`config.mk`:
```
export PLATFORM = sky130hd
export DESIGN_NAME = linked_queue_manager
export DESIGN_NICKNAME = d
export VERILOG_FILES = /design/src/hw/rtl/lqm_pkg.sv /design/src/hw/rtl/linked_queue_manager.sv /design/src/hw/rtl/lqm_ram.sv /design/src/hw/rtl/lqm_front.sv /design/src/hw/rtl/lqm_back.sv
export VERILOG_INCLUDE_DIRS = /design/src /design/src/hw/rtl
export SDC_FILE = /design/constraint.sdc
export NUM_CORES = 1
export LEC_CHECK = 0
export BUFFER_PORTS_ARGS = -buffer_cell sky130_fd_sc_hd__buf_2
export CAP_MARGIN = 10
export CORE_AREA = 2 2 309 280
export DETAILED_ROUTE_END_ITERATION = 10
export DIE_AREA = 0 0 311 282
export HOLD_SLACK_MARGIN = 0.12
export PLACE_DENSITY_LB_ADDON = 0.12
export SLEW_MARGIN = 20
export SYNTH_ARGS = -nofsm -noshare
export SYNTH_HDL_FRONTEND = slang
export SYNTH_SLANG_ARGS = --single-unit
```
`constraint.sdc`:
```
create_clock -name clock -period 4.18 [get_ports clock]
set_input_delay 0.627 -clock clock [delete_from_list [all_inputs] [get_ports clock]]
set_output_delay 0.627 -clock clock [all_outputs]
set_load 0.05 [all_outputs]
```
`src/hw/rtl/assert_macros.svh`:
```
// Assertion macros shared by the linked queue manager modules.
`ifndef ASSERT_MACROS_SVH
`define ASSERT_MACROS_SVH

`ifndef SYNTHESIS

// Checked at every clock edge outside reset.
`define ASSERT_RUN(label, prop, msg) \
   label: assert property (@(posedge clock) disable iff (reset) prop) else $error(msg);

// Checked at every clock edge, reset included.
`define ASSERT_ALL(label, prop, msg) \
   label: assert property (@(posedge clock) prop) else $error(msg);

`else

`define ASSERT_RUN(label, prop, msg)
`define ASSERT_ALL(label, prop, msg)

`endif

`endif

```
`src/hw/rtl/lqm_pkg.sv`:
```
// Types and codes shared by the linked queue manager modules.
package lqm_pkg;

   // Operation codes carried in the request opcode field.
   localparam logic [1:0] OP_APPEND = 2'd0;
   localparam logic [1:0] OP_REMOVE = 2'd1;
   localparam logic [1:0] OP_QUERY  = 2'd2;

   // Result status codes.
   typedef enum logic [1:0] {
      ST_OK         = 2'd0,
      ST_QUEUED     = 2'd1,
      ST_EMPTY      = 2'd2,
      ST_NOT_MEMBER = 2'd3
   } status_type;

   // Request payload.
   typedef struct packed {
      logic [1:0] opcode;
      logic [1:0] queue_id;
      logic [5:0] elem_id;
   } req_item_type;

   // Result payload.
   typedef struct packed {
      logic [1:0] status;
      logic       head_valid;
      logic [5:0] head_elem;
      logic [6:0] count;
   } rsp_item_type;

   // Class that the front end assigns to each request.
   typedef enum logic [2:0] {
      K_QUERY,
      K_APPEND,
      K_REMOVE,
      K_BAD_QUEUE,
      K_BAD_ELEM
   } kind_type;

   // One classified job as it sits in the front end queue.
   typedef struct packed {
      kind_type     kind;
      req_item_type item;
   } job_type;

   // Job offered from the front end to the back end.
   typedef struct packed {
      logic    valid;
      job_type job;
   } cmd_type;

   // Status returned from the back end to the front end.
   typedef struct packed {
      logic pop;
      logic clearing;
   } back_status_type;

   // Back end sequencer states.
   typedef enum logic [2:0] {
      S_CLEAR,
      S_IDLE,
      S_READ,
      S_APPEND_LINK,
      S_APPEND_FIN,
      S_REMOVE_LINK
   } state_type;

endpackage

```
`src/hw/rtl/linked_queue_manager.sv`:
```
// Top level of the linked queue manager: circular doubly linked queues over a slot pool.
//
// Requests come in on start with req_item (opcode, queue_id, elem_id) and are
// taken at a clock edge where start is high and busy is low. Each request gives
// exactly one result on rsp_item, shown for a single cycle with rsp_strobe high;
// the receiver cannot hold it off, so it must take every strobed result.
// A two-entry queue sits between the request side and the table sequencer, so
// busy rises only when that queue is full or while tables are being cleared.
// Each link memory has one write port, so the sequencer works in steps: a query,
// a refused append or remove, or an append into an empty queue ends in the read
// state, a remove adds an unlink state and an append behind an existing tail adds
// a link state and a final linking state; every result is registered.
// After reset the element flags and queue words are cleared one entry a cycle until
// every entry of both tables is written; busy stays high during that pass. All
// queues are empty afterwards and the link contents do not matter.
module linked_queue_manager #(
   parameter int QUEUES   = 4,
   parameter int ELEMENTS = 64
) (
   input  logic                  clock,
   input  logic                  reset,
   input  logic                  start,
   output logic                  busy,
   input  lqm_pkg::req_item_type req_item,
   output logic                  rsp_strobe,
   output lqm_pkg::rsp_item_type rsp_item
);

   lqm_pkg::cmd_type         cmd;
   lqm_pkg::back_status_type back_status;

   // Request classification and job queue.
   lqm_front #(.QUEUES(QUEUES), .ELEMENTS(ELEMENTS)) u_front (
      .clock      (clock),
      .reset      (reset),
      .start      (start),
      .busy       (busy),
      .req_item   (req_item),
      .cmd        (cmd),
      .back_status(back_status)
   );

   // Table sequencer and result register.
   lqm_back #(.QUEUES(QUEUES), .ELEMENTS(ELEMENTS)) u_back (
      .clock      (clock),
      .reset      (reset),
      .cmd        (cmd),
      .back_status(back_status),
      .rsp_strobe (rsp_strobe),
      .rsp_item   (rsp_item)
   );

endmodule

```
`src/hw/rtl/lqm_ram.sv`:
```
// Generic single write port, single read port RAM with registered read data.
module lqm_ram #(
   parameter int WIDTH = 8,
   parameter int DEPTH = 64,
   localparam int AW = (DEPTH > 1) ? $clog2(DEPTH) : 1
) (
   input  logic             clock,
   input  logic             wr_en,
   input  logic [AW-1:0]    wr_addr,
   input  logic [WIDTH-1:0] wr_data,
   input  logic             rd_en,
   input  logic [AW-1:0]    rd_addr,
   output logic [WIDTH-1:0] rd_data
);

   logic [WIDTH-1:0] mem_ff [DEPTH];
   logic [WIDTH-1:0] rd_data_ff;

   // Write port.
   always_ff @(posedge clock) begin
      if (wr_en) begin
         mem_ff[wr_addr] <= wr_data;
      end
   end

   // Registered read port; the data holds until the next read.
   always_ff @(posedge clock) begin
      if (rd_en) begin
         rd_data_ff <= mem_ff[rd_addr];
      end
   end

   assign rd_data = rd_data_ff;

endmodule

```
`src/hw/rtl/lqm_front.sv`:
```
// Front end: takes requests, classifies them and queues them for the back end.
`include "assert_macros.svh"

module lqm_front #(
   parameter int QUEUES   = 4,
   parameter int ELEMENTS = 64
) (
   input  logic                     clock,
   input  logic                     reset,
   input  logic                     start,
   output logic                     busy,
   input  lqm_pkg::req_item_type    req_item,
   output lqm_pkg::cmd_type         cmd,
   input  lqm_pkg::back_status_type back_status
);

   localparam logic [1:0] FIFO_FULL = 2'd2;

   lqm_pkg::job_type fifo_ff [2];
   logic             wr_ptr_ff, wr_ptr_in;
   logic             rd_ptr_ff, rd_ptr_in;
   logic [1:0]       fill_ff, fill_in;
   logic             push;
   lqm_pkg::job_type job;

   // Sort the request into the class that the back end acts on.
   always_comb begin
      job.item = req_item;
      if (32'(req_item.queue_id) >= QUEUES) begin
         job.kind = lqm_pkg::K_BAD_QUEUE;
      end else begin
         case (req_item.opcode)
            lqm_pkg::OP_APPEND: begin
               job.kind = (32'(req_item.elem_id) >= ELEMENTS) ?
                          lqm_pkg::K_BAD_ELEM : lqm_pkg::K_APPEND;
            end
            lqm_pkg::OP_REMOVE: begin
               job.kind = (32'(req_item.elem_id) >= ELEMENTS) ?
                          lqm_pkg::K_BAD_ELEM : lqm_pkg::K_REMOVE;
            end
            lqm_pkg::OP_QUERY: begin
               job.kind = lqm_pkg::K_QUERY;
            end
            default: begin
               // The unused opcode behaves as a query.
               job.kind = lqm_pkg::K_QUERY;
            end
         endcase
      end
   end

   // The queue stops new transfers while full or while the back end clears its tables.
   assign busy = (fill_ff == FIFO_FULL) || back_status.clearing;
   assign push = start && !busy;

   // Pointer and fill count update.
   always_comb begin
      wr_ptr_in = push ? !wr_ptr_ff : wr_ptr_ff;
      rd_ptr_in = back_status.pop ? !rd_ptr_ff : rd_ptr_ff;
      fill_in   = fill_ff + {1'b0, push} - {1'b0, back_status.pop};
   end

   always_ff @(posedge clock) begin
      if (reset) begin
         wr_ptr_ff <= 1'b0;
         rd_ptr_ff <= 1'b0;
         fill_ff   <= 2'd0;
      end else begin
         wr_ptr_ff <= wr_ptr_in;
         rd_ptr_ff <= rd_ptr_in;
         fill_ff   <= fill_in;
      end
   end

   // Queue storage.
   always_ff @(posedge clock) begin
      if (push) begin
         fifo_ff[wr_ptr_ff] <= job;
      end
   end

   assign cmd.valid = (fill_ff != 2'd0);
   assign cmd.job   = fifo_ff[rd_ptr_ff];

   // The fill count never reaches three.
   `ASSERT_ALL(a_fill_range, fill_ff[1] |-> !fill_ff[0], "front queue fill count out of range")
   `ASSERT_RUN(a_no_pop_empty, back_status.pop |-> fill_ff != 2'd0, "pop from empty front queue")
   `ASSERT_RUN(a_push_lands, push |=> fill_ff != 2'd0, "pushed job missing from front queue")

endmodule

```
`src/hw/rtl/lqm_back.sv`:
```
// Back end: sequences each job over the link, element and queue tables.
`include "assert_macros.svh"

module lqm_back #(
   parameter int QUEUES   = 4,
   parameter int ELEMENTS = 64
) (
   input  logic                     clock,
   input  logic                     reset,
   input  lqm_pkg::cmd_type         cmd,
   output lqm_pkg::back_status_type back_status,
   output logic                     rsp_strobe,
   output lqm_pkg::rsp_item_type    rsp_item
);

   localparam int EW        = $clog2(ELEMENTS);
   localparam int QW        = (QUEUES > 1) ? $clog2(QUEUES) : 1;
   localparam int CW        = $clog2(ELEMENTS + 1);
   localparam int ERW       = 1 + QW;
   localparam int QRW       = 1 + EW + CW;
   localparam int CLR_DEPTH = (ELEMENTS > QUEUES) ? ELEMENTS : QUEUES;
   localparam int CLRW      = $clog2(CLR_DEPTH);
   localparam logic [CLRW-1:0] CLR_LAST = CLRW'(CLR_DEPTH - 1);

   lqm_pkg::state_type    state_ff, state_in;
   logic [CLRW-1:0]       clr_ff, clr_in;
   lqm_pkg::job_type      job_ff, job_in;
   logic                  rsp_strobe_ff, rsp_strobe_in;
   lqm_pkg::rsp_item_type rsp_ff, rsp_in;
   logic                  pop;

   // Memory ports.
   logic          fwd_we, fwd_re, back_we, back_re, elem_we, elem_re, queue_we, queue_re;
   logic [EW-1:0] fwd_waddr, fwd_wdata, fwd_raddr, fwd_rdata;
   logic [EW-1:0] back_waddr, back_wdata, back_raddr, back_rdata;
   logic [EW-1:0] elem_waddr, elem_raddr;
   logic [ERW-1:0] elem_wdata, elem_rdata;
   logic [QW-1:0]  queue_waddr, queue_raddr;
   logic [QRW-1:0] queue_wdata, queue_rdata;

   // Fields of the job and of the table words.
   logic [QW-1:0] job_q;
   logic [EW-1:0] job_e;
   logic          q_present;
   logic [EW-1:0] q_head;
   logic [CW-1:0] q_count;
   logic [CW-1:0] q_count_dec;
   logic          e_queued;
   logic [QW-1:0] e_owner;

   lqm_ram #(.WIDTH(EW), .DEPTH(ELEMENTS)) u_fwd_ram (
      .clock  (clock),
      .wr_en  (fwd_we),
      .wr_addr(fwd_waddr),
      .wr_data(fwd_wdata),
      .rd_en  (fwd_re),
      .rd_addr(fwd_raddr),
      .rd_data(fwd_rdata)
   );

   lqm_ram #(.WIDTH(EW), .DEPTH(ELEMENTS)) u_back_ram (
      .clock  (clock),
      .wr_en  (back_we),
      .wr_addr(back_waddr),
      .wr_data(back_wdata),
      .rd_en  (back_re),
      .rd_addr(back_raddr),
      .rd_data(back_rdata)
   );

   lqm_ram #(.WIDTH(ERW), .DEPTH(ELEMENTS)) u_elem_ram (
      .clock  (clock),
      .wr_en  (elem_we),
      .wr_addr(elem_waddr),
      .wr_data(elem_wdata),
      .rd_en  (elem_re),
      .rd_addr(elem_raddr),
      .rd_data(elem_rdata)
   );

   lqm_ram #(.WIDTH(QRW), .DEPTH(QUEUES)) u_queue_ram (
      .clock  (clock),
      .wr_en  (queue_we),
      .wr_addr(queue_waddr),
      .wr_data(queue_wdata),
      .rd_en  (queue_re),
      .rd_addr(queue_raddr),
      .rd_data(queue_rdata)
   );

   // Build one result from a status and a view of the queue.
   function automatic lqm_pkg::rsp_item_type make_rsp(
      input logic [1:0]    st,
      input logic          present,
      input logic [EW-1:0] head,
      input logic [CW-1:0] cnt
   );
      lqm_pkg::rsp_item_type r;
      r.status     = st;
      r.head_valid = present;
      r.head_elem  = present ? 6'(head) : 6'd0;
      r.count      = 7'(cnt);
      return r;
   endfunction

   assign job_q       = QW'(job_ff.item.queue_id);
   assign job_e       = EW'(job_ff.item.elem_id);
   assign q_present   = queue_rdata[QRW-1];
   assign q_head      = queue_rdata[CW +: EW];
   assign q_count     = queue_rdata[CW-1:0];
   assign q_count_dec = (q_count != '0) ? q_count - CW'(1) : '0;
   assign e_queued    = elem_rdata[QW];
   assign e_owner     = elem_rdata[QW-1:0];

   // Sequencer: next state, table accesses and the result.
   always_comb begin
      state_in      = state_ff;
      clr_in        = clr_ff;
      job_in        = job_ff;
      rsp_in        = rsp_ff;
      rsp_strobe_in = 1'b0;
      pop           = 1'b0;
      fwd_we        = 1'b0;
      fwd_waddr     = '0;
      fwd_wdata     = '0;
      fwd_re        = 1'b0;
      fwd_raddr     = '0;
      back_we       = 1'b0;
      back_waddr    = '0;
      back_wdata    = '0;
      back_re       = 1'b0;
      back_raddr    = '0;
      elem_we       = 1'b0;
      elem_waddr    = '0;
      elem_wdata    = '0;
      elem_re       = 1'b0;
      elem_raddr    = '0;
      queue_we      = 1'b0;
      queue_waddr   = '0;
      queue_wdata   = '0;
      queue_re      = 1'b0;
      queue_raddr   = '0;

      case (state_ff)
         lqm_pkg::S_CLEAR: begin
            // Clear the queued flags and the queue words one entry a cycle.
            elem_we     = (32'(clr_ff) < ELEMENTS);
            elem_waddr  = EW'(clr_ff);
            queue_we    = (32'(clr_ff) < QUEUES);
            queue_waddr = QW'(clr_ff);
            if (clr_ff == CLR_LAST) begin
               state_in = lqm_pkg::S_IDLE;
            end else begin
               clr_in = clr_ff + CLRW'(1);
            end
         end

         lqm_pkg::S_IDLE: begin
            // Take the next job and read its queue and element words.
            if (cmd.valid) begin
               pop         = 1'b1;
               job_in      = cmd.job;
               queue_re    = 1'b1;
               queue_raddr = QW'(cmd.job.item.queue_id);
               elem_re     = 1'b1;
               elem_raddr  = EW'(cmd.job.item.elem_id);
               state_in    = lqm_pkg::S_READ;
            end
         end

         lqm_pkg::S_READ: begin
            state_in      = lqm_pkg::S_IDLE;
            rsp_strobe_in = 1'b1;
            rsp_in        = make_rsp(lqm_pkg::ST_OK, q_present, q_head, q_count);
            case (job_ff.kind)
               lqm_pkg::K_BAD_QUEUE: begin
                  rsp_in = make_rsp(lqm_pkg::ST_EMPTY, 1'b0, '0, '0);
               end
               lqm_pkg::K_BAD_ELEM: begin
                  rsp_in = make_rsp(lqm_pkg::ST_NOT_MEMBER, q_present, q_head, q_count);
               end
               lqm_pkg::K_APPEND: begin
                  if (e_queued) begin
                     rsp_in = make_rsp(lqm_pkg::ST_QUEUED, q_present, q_head, q_count);
                  end else if (!q_present) begin
                     // The element becomes the sole member, linked to itself.
                     fwd_we      = 1'b1;
                     fwd_waddr   = job_e;
                     fwd_wdata   = job_e;
                     back_we     = 1'b1;
                     back_waddr  = job_e;
                     back_wdata  = job_e;
                     elem_we     = 1'b1;
                     elem_waddr  = job_e;
                     elem_wdata  = {1'b1, job_q};
                     queue_we    = 1'b1;
                     queue_waddr = job_q;
                     queue_wdata = {1'b1, job_e, q_count + CW'(1)};
                     rsp_in      = make_rsp(lqm_pkg::ST_OK, 1'b1, job_e, q_count + CW'(1));
                  end else begin
                     // Fetch the tail, which is the head's backward link.
                     rsp_strobe_in = 1'b0;
                     back_re       = 1'b1;
                     back_raddr    = q_head;
                     state_in      = lqm_pkg::S_APPEND_LINK;
                  end
               end
               lqm_pkg::K_REMOVE: begin
                  if (!q_present) begin
                     rsp_in = make_rsp(lqm_pkg::ST_EMPTY, q_present, q_head, q_count);
                  end else if (!e_queued || (e_owner != job_q)) begin
                     rsp_in = make_rsp(lqm_pkg::ST_NOT_MEMBER, q_present, q_head, q_count);
                  end else begin
                     // Fetch both neighbors of the element.
                     rsp_strobe_in = 1'b0;
                     fwd_re        = 1'b1;
                     fwd_raddr     = job_e;
                     back_re       = 1'b1;
                     back_raddr    = job_e;
                     state_in      = lqm_pkg::S_REMOVE_LINK;
                  end
               end
               default: begin
                  // A query reports the queue as it stands.
               end
            endcase
         end

         lqm_pkg::S_APPEND_LINK: begin
            // Point the head back and the tail forward at the new element.
            back_we    = 1'b1;
            back_waddr = q_head;
            back_wdata = job_e;
            fwd_we     = 1'b1;
            fwd_waddr  = back_rdata;
            fwd_wdata  = job_e;
            state_in   = lqm_pkg::S_APPEND_FIN;
         end

         lqm_pkg::S_APPEND_FIN: begin
            // Link the new element between tail and head and count it.
            back_we       = 1'b1;
            back_waddr    = job_e;
            back_wdata    = back_rdata;
            fwd_we        = 1'b1;
            fwd_waddr     = job_e;
            fwd_wdata     = q_head;
            elem_we       = 1'b1;
            elem_waddr    = job_e;
            elem_wdata    = {1'b1, job_q};
            queue_we      = 1'b1;
            queue_waddr   = job_q;
            queue_wdata   = {1'b1, q_head, q_count + CW'(1)};
            rsp_in        = make_rsp(lqm_pkg::ST_OK, 1'b1, q_head, q_count + CW'(1));
            rsp_strobe_in = 1'b1;
            state_in      = lqm_pkg::S_IDLE;
         end

         lqm_pkg::S_REMOVE_LINK: begin
            // Unlink the element; the queue empties when it linked to itself.
            elem_we       = 1'b1;
            elem_waddr    = job_e;
            elem_wdata    = {1'b0, e_owner};
            queue_we      = 1'b1;
            queue_waddr   = job_q;
            rsp_strobe_in = 1'b1;
            state_in      = lqm_pkg::S_IDLE;
            if (fwd_rdata == job_e) begin
               queue_wdata = {1'b0, {EW{1'b0}}, q_count_dec};
               rsp_in      = make_rsp(lqm_pkg::ST_OK, 1'b0, '0, q_count_dec);
            end else begin
               back_we     = 1'b1;
               back_waddr  = fwd_rdata;
               back_wdata  = back_rdata;
               fwd_we      = 1'b1;
               fwd_waddr   = back_rdata;
               fwd_wdata   = fwd_rdata;
               queue_wdata = {1'b1, (q_head == job_e) ? fwd_rdata : q_head, q_count_dec};
               rsp_in      = make_rsp(lqm_pkg::ST_OK, 1'b1,
                                      (q_head == job_e) ? fwd_rdata : q_head, q_count_dec);
            end
         end

         default: begin
            state_in = lqm_pkg::S_IDLE;
         end
      endcase
   end

   // Control registers.
   always_ff @(posedge clock) begin
      if (reset) begin
         state_ff      <= lqm_pkg::S_CLEAR;
         clr_ff        <= '0;
         rsp_strobe_ff <= 1'b0;
      end else begin
         state_ff      <= state_in;
         clr_ff        <= clr_in;
         rsp_strobe_ff <= rsp_strobe_in;
      end
   end

   // Payload registers.
   always_ff @(posedge clock) begin
      job_ff <= job_in;
      rsp_ff <= rsp_in;
   end

   assign back_status.pop      = pop;
   assign back_status.clearing = (state_ff == lqm_pkg::S_CLEAR);
   assign rsp_strobe           = rsp_strobe_ff;
   assign rsp_item             = rsp_ff;

   `ASSERT_RUN(a_rsp_ends_job, rsp_strobe_ff |-> state_ff == lqm_pkg::S_IDLE, "result shown while a job is still in progress")
   `ASSERT_RUN(a_rsp_spacing, rsp_strobe_ff |=> !rsp_strobe_ff, "two results in consecutive cycles")
   `ASSERT_RUN(a_clear_once, state_ff != lqm_pkg::S_CLEAR |=> state_ff != lqm_pkg::S_CLEAR, "clearing pass re-entered after it finished")

endmodule
```
# [Word level (Yosys, flattened, before mapping)]
# Memories as Yosys holds them, arrays and structs flattened. A register that Yosys moved wholly into a read port is not among the register bits.
# Cells that the tools add are included.
[totals] ff_bits=41 latch_bits=0 mem_bits_rw=1040 rom_bits=0 in_bits=13 output_inout_bits=18 elab_cells=145 n_memories=5
[mem_list] name="u_back.u_back_ram.mem_ff" words=64 word_bits=6 rd=1 rd_ports_with_merged_regs=1 wr=1 line_no="lqm_ram.sv:16" text="logic [WIDTH-1:0] mem_ff [DEPTH];"
[mem_list] name="u_back.u_fwd_ram.mem_ff" words=64 word_bits=6 rd=1 rd_ports_with_merged_regs=1 wr=1 line_no="lqm_ram.sv:16"
[mem_list] name="u_back.u_elem_ram.mem_ff" words=64 word_bits=3 rd=1 rd_ports_with_merged_regs=1 wr=1 line_no="lqm_ram.sv:16"
[mem_list] name="u_back.u_queue_ram.mem_ff" words=4 word_bits=14 rd=1 rd_ports_with_merged_regs=1 wr=1 line_no="lqm_ram.sv:16"
[mem_list] name="u_front.fifo_ff" words=2 word_bits=12 rd=1 rd_ports_with_merged_regs=1 wr=1 line_no="lqm_front.sv:19" text="lqm_pkg::job_type fifo_ff [2];"
[op_classes] n_addsub=5 n_mul=0 n_div=0 n_lt_le_gt_ge=1 eq_ne=17 n_shift=0 mux=85 bitwise_logic=1 reduce_logical=18
[op_table] op="$pmux 6 s4" n=4
[op_table] op="$mux 6" n=15
[op_table] op="$mux 14" n=5
[op_table] op="$pmux 16 s4" n=1
[op_table] op="$mux 16" n=3
[op_table] op="$pmux 16 s3" n=1
[op_table] op="$pmux 14 s3" n=1
[op_table] op="$mux 1" n=26
[op_table] op="$mux 3" n=8
[op_table] op="$pmux 6 s3" n=1
[op_table] op="$mux 13" n=1
[op_table] op="$eq 3x2->1 const B" n=4
[op_table] op="$eq 6x6->1" n=2
[op_table] op="$mux 2" n=6
[op_table] op="$pmux 3 s4" n=1
[op_table] op="$pmux 6 s2" n=1
[op_table] op="$eq 3x3->1 const B" n=3
[op_table] op="$pmux 3 s3" n=1
[op_table] op="$pmux 1 s2" n=4
[op_table] op="$add 7x1->7 const B" n=1
[op_table] op="$mux 7" n=1
[op_table] op="$reduce_bool 7->1" n=1
[op_table] op="$sub 7x1->7 const B" n=1
[op_table] op="$add 6x1->6 const B" n=1
[op_table] op="25 further kinds" n=34

# [Depth between registers and ports, before layout]
[logic_depth] word_depth=6 ltp_mapped=14 ltp_nobuf=11

# [Modules after synthesis]
# From an unflattened synthesis, not the netlist that was laid out.
[unflattened] hier_cells=2408 area_unflattened_um2=45384.8
[modules_own_cells] module="lqm_ram (u_back.u_fwd_ram)" n_inst=1 cells_each=720 area_per_inst_um2=15285.9 seq_area_each_um2=11711.2
[modules_own_cells] module="lqm_ram (u_back.u_back_ram)" n_inst=1 cells_each=729 area_per_inst_um2=15265.9 seq_area_each_um2=11711.2
[modules_own_cells] module="lqm_ram (u_back.u_elem_ram)" n_inst=1 cells_each=423 area_per_inst_um2=7893.8 seq_area_each_um2=5855.6
[modules_own_cells] module="lqm_back" n_inst=1 cells_each=378 area_per_inst_um2=3299.4 seq_area_each_um2=1011.0
[modules_own_cells] module="lqm_ram (u_back.u_queue_ram)" n_inst=1 cells_each=91 area_per_inst_um2=2499.9 seq_area_each_um2=2102.0
[modules_own_cells] module="lqm_front" n_inst=1 cells_each=67 area_per_inst_um2=1139.8 seq_area_each_um2=820.8

# [Worst setup path after synthesis]
# Ideal clock, no wire load.
[synth_timing] path_type="reg-to-reg" startpoint="register u_back.state_ff[1]" endpoint="memory u_back.u_elem_ram.mem_ff[0][0] (netlist bit), data pin" setup_time_ps=375 arrival_time_ps=3831 required_time_ps=3805 setup_slack_ps=-26 stages_incl_launch_ff=9 n_path_buf=3 period_less_slack_ps=4206 cell_sequence="dfxtp_1 > or3b_1 > buf_2 > nor3_2 > nor2_2 > inv_1 > buf_2 > buf_1 > a32o_1"
[synth_between] elab_chain_len=2 word_cells_on_any_way=4 classes_between="eq/ne: 3; mux: 1"
[synth_lines] item="start: declaration" line_no="lqm_back.sv:25" text="lqm_pkg::state_type state_ff, state_in;"
[synth_lines] item="start signal: assignment" line_no="lqm_back.sv:293" text="state_ff <= lqm_pkg::S_CLEAR;"
[synth_lines] item="start signal: assignment" line_no="lqm_back.sv:297" text="state_ff <= state_in;"
[synth_lines] item="$eq 3x3->1 / $eq 3x2->1 (equally long branches)"
[synth_lines] item="$pmux 3 s3 (*)" line_no="lqm_back.sv:144" text="case (state_ff)"
[synth_lines] item="named net u_back.elem_wdata[0]" line_no="lqm_back.sv:37" text="logic [ERW-1:0] elem_wdata, elem_rdata;"
[synth_lines] item="end: declaration" line_no="lqm_ram.sv:16"
# Mark *: on every way through the listed nets, which the timed path passes. The rest lies on a longest branch.

# [Worst setup path in the final report]
[layout_timing] startpoint="register u_back.job_ff[11] (netlist bit)" endpoint="memory u_back.u_back_ram.mem_ff[30][1] (netlist bit), enable pin"
[layout_between] elab_chain_len=5 word_cells_on_any_way=7 classes_between="eq/ne: 1; mux: 6"
[layout_lines] item="start: declaration" line_no="lqm_back.sv:27" text="lqm_pkg::job_type job_ff, job_in;"
[layout_lines] item="start signal: assignment" line_no="lqm_back.sv:305" text="job_ff <= job_in;"
[layout_lines] item="$eq 3x1->1 (*)"
[layout_lines] item="$mux 1" line_no="lqm_back.sv:175" text="case (job_ff.kind)"
[layout_lines] item="$pmux 1 s3" line_no="lqm_back.sv:144"
[layout_lines] item="$mux 1" line_no="lqm_ram.sv:21" text="if (wr_en) begin"
[layout_lines] item="$mux 1 (not written as such)" line_no="lqm_ram.sv:22" text="mem_ff[wr_addr] <= wr_data;"
[layout_lines] item="end: declaration" line_no="lqm_ram.sv:16"
# Mark *: on every way between the ends. The rest lies on a longest branch, timed or not.

==> flow_summary.yaml <==
cts:
  cts-buffers-inserted: 110
  clock_sinks: 1106
  cts_setup_buffers: 0
  h-tree-depth: 3
  clk_pin_slew_ns: 0.06
  clk_latency_ns: 0.70
  ctsLongestPathBuffers: 3
  cts_root_buffer: "clkbuf_16"
  cts_tree: "done"
placed_design:
  place_congestion: 0.9588
  post-dp-hpwl_um: 83840
  io_buffers: 30
  dpl_cell_area_mm2: 0.04826
timing:
  finalCriticalPeriod_ns: 4.113
  setup_viol: 0
  finClkSkew_ns: 0.03026
  maxSlewHeadroom_pct: 26.75
  fmax_mhz: 243.1
  worst_pin_slew_ns: 1.099
  period_share_pct: 98.39
  hold_viol: 0
  whs_ns: 0.1455
  drv_slew: 0
  rsz0062_at_grt: "yes"
critical_path:
  arrival_ns: 4.43
  path_cells: "inv_1 -> ha_1 -> nand2b_1 -> nor3_2 -> nor2_2 -> inv_2 -> a222oi_1 -> nor2b_1 -> nand2b_1 -> nor2_1"
  crit_path_end_kind: "flip-flop"
  required_ns: 4.50
  start_kind: "flip-flop"
  cp_slowest_cell: "nor2_1"
  path_buf_inv: 2
  crit_family: "simple AND/OR/NAND/NOR gates"
  r2r_slack_ns: 0.07
  slowest_delay_ns: 0.61
  r2r-end: "u_back.u_back_ram.mem_ff[30][1]"
  reg2reg_from: "u_back.job_ff[11]"
  worstSetupPathType: "flip-flop to flip-flop"
  rr_worst_depth: 10
  worst-path-max-fanout: 20
  cp_common_cell: "nand2b_1"
power:
  ir_worst_vdd_v: 0.0003423
  p_total_mw: 22.49
  p_leak_nw: 18.73
  power.density_mw_per_mm2: 431.7
die:
  die_x_um: 311
  core_area_mm2: 0.08416
  pin_count: 31
  die_h_um: 282
  initial_core_util_pct: 54.82
  dieArea_mm2: 0.08770
  num_rows: 101
layout:
  layout-drive-gt1-share_pct: 12.15
  diodes: 0
  area_growth_pct: 12.93
  design_area_mm2: 0.05210
  fin_nets: 3486
yosys:
  syn-cell-area_mm2: 0.04614
  ys_types: 81
  synth_edf_count: 1091
  seq_area_frac_synth_pct: 71.66
  syn_inst: 3398
  async_reset_ff_share_pct: 0
  synth_fp_nets: 3422
  ys_ff_latch: 1106
  synthFlopType: "edfxtp_1"
  ys_warn_count: 0
  avgSynthCellArea_um2: 13.58
global_routing:
  first_global_vias: 29968
  grt_pass1_wl_um: 195300
  grt_overflow: 0
  antenna_found_initial: 1
  grt_max_degree: 104
  grt_usage_pct: 29.88
drt:
  dr.pass1.iters: 7
  post-route-drc-count: 0
  wl_per_cell_um: 28.08
  finalWirelength_um: 131600
  viasPerCell: 6.631
  first_iter_violations: 4363
  vias: 31084
  ant_nets: 0
hold_path:
  min_from: "req_item[2]"
  hold_class: "input port to flip-flop"
  holdPathEnd: "u_front.fifo_ff[1][2]"
  min_delay_path_depth: 1
job:
  cap_viol_max_count: 0
run_status:
  status: "completed"
-- layer usage --
layer	routed length, µm	GRT usage [%]
met1	53920	43.59
met2	58150	45.08
met3	15520	6.737
met4	4013	9.315
met5	13	0
-- state kept, by name (all words and copies together), names as in the netlist, named ones only --
register and flops:
u_back.u_back_ram.rd_data 6, u_front.rd_ptr_ff 1, u_back.u_back_ram.mem_ff 384, u_back.u_queue_ram.rd_data 14
u_back.job_q 2, u_front.fifo_ff 20, u_back.job_ff 2, u_back.u_elem_ram.mem_ff 192
u_back.u_queue_ram.mem_ff 56, u_front.fill_ff 2, u_back.clr_ff 6, u_back.state_ff 3
u_back.rsp_item 16, u_front.wr_ptr_ff 1, u_back.job_e 6, u_back.rsp_strobe 1
u_back.u_fwd_ram.mem_ff 384, u_back.u_fwd_ram.rd_data 6, u_back.u_elem_ram.rd_data 3
-- per-stage QoR --
step / util [%] / setup TNS, ns / std cells / setup WS (ns)
after floorplan: - / 0 / 3398 / 0.07293
after global placement: 57.34 / -0.1360 / 4478 / -0.1360
after detailed placement: 57.34 / -0.1691 / 4478 / -0.1684
after global routing: 61.91 / -1.604 / 4688 / -0.05297
after CTS: 61.89 / 0 / 4688 / 0.2048
final: 61.91 / 0 / 4688 / 0.06716
-- report_power, final --
| part | leakage (nW) | switching, mW | internal, mW | total (mW) |
|---|---|---|---|---|
| Combinational | 5.02 | 0.0995 | 0.0467 | 0.146 |
| Sequential | 11.9 | 0.0159 | 12.1 | 12.1 |
| Clock | 1.83 | 4.18 | 6.09 | 10.3 |
-- repair_timing --
action,4_1_cts,5_1_grt
hold endpoints to repair,8,0
setup endpoints to repair,4,58
hold buffers,5,0
resized for setup,2,6
-- cells in the final DEF, fill, tap and decap left out, types with 20 or more instances in the layout --
| cell | count |
|---|---|
| a211oi_1 | 49 |
| a21oi_1 | 137 |
| a221oi_1 | 25 |
| a22oi_1 | 31 |
| a31oi_1 | 48 |
| and3_1 | 25 |
| buf_2 | 30 |
| buf_4 | 131 |
| clkbuf_16 | 113 |
| clkinv_1 | 25 |
| clkinv_2 | 21 |
| edfxtp_1 | 1091 |
| inv_1 | 20 |
| mux2_2 | 27 |
| mux2i_1 | 99 |
| nand2_1 | 319 |
| nand3_1 | 80 |
| nor2_1 | 337 |
| nor2b_1 | 25 |
| nor3_1 | 71 |
| o211ai_1 | 39 |
| o21a_1 | 21 |
| o21ai_0 | 142 |
| o221ai_1 | 62 |
| o22ai_1 | 89 |
| o31ai_1 | 34 |
| or3_1 | 80 |
-- cell usage after synthesis, types with 36 or more instances --
cell type | count | area share (%)
nor2_1 | 345 | 2.8
o22ai_1 | 89 | 1.2
o221ai_1 | 62 | 1.2
o21ai_0 | 144 | 1.6
a21oi_1 | 137 | 1.5
a211oi_1 | 49 | 0.80
nand3_1 | 80 | 0.87
edfxtp_1 | 1091 | 71
clkbuf_1 | 178 | 1.4
nand2_1 | 321 | 2.6
mux2i_1 | 101 | 2.2
nor3_1 | 75 | 0.81
a31oi_1 | 48 | 0.65
buf_2 | 36 | 0.39
or3_1 | 80 | 1.1
o211ai_1 | 39 | 0.63
-- final cells by class --
| cell class | instances | area, µm² |
|---|---|---|
| fill | 6374 | 32060 |
| clock inverter | 72 | 834.6 |
| inverter | 31 | 118.9 |
| clock buffer | 133 | 2933 |
| sequential | 1106 | 33060 |
| timing repair buffer | 184 | 1544 |
| tap | 1133 | 1418 |
| multi-input combinational | 2029 | 12190 |
-- how the worst max path moves through the flow --
stage                  startpoint  depth (start not counted)                         endpoint  slack [ns]
2_1_floorplan  u_back.state_ff[1]                          8   u_back.u_elem_ram.mem_ff[0][0]        0.07
3_3_place_gp      u_back.job_q[1]                          9      u_back.u_fwd_ram.rd_data[0]       -0.14
3_5_place_dp      u_back.job_q[1]                          9      u_back.u_fwd_ram.rd_data[0]       -0.17
4_1_cts         u_back.job_ff[11]                         10  u_back.u_back_ram.mem_ff[38][0]        0.20
5_1_grt         u_back.job_ff[11]                         10  u_back.u_back_ram.mem_ff[30][1]       -0.05
6_report        u_back.job_ff[11]                         10  u_back.u_back_ram.mem_ff[30][1]        0.07
-- cell families (layout without fill, tap and decap cells) --
| logic type | count (synthesis) | after routing | synth area share, % |
|---|---|---|---|
| AO/OA/AOI/OAI | 812 | 812 | 11.93 |
| XOR/XNOR | 31 | 31 | 0.6210 |
| adder cells (fa/ha/maj) | 11 | 11 | 0.2983 |
| buffers and inverters | 263 | 420 | 2.245 |
| flip-flops | 1106 | 1106 | 71.66 |
| multiplexers | 129 | 129 | 2.899 |
| AND/OR/NAND/NOR | 1046 | 1046 | 10.35 |
No activity file was read; power rests on OpenSTA's default activity.
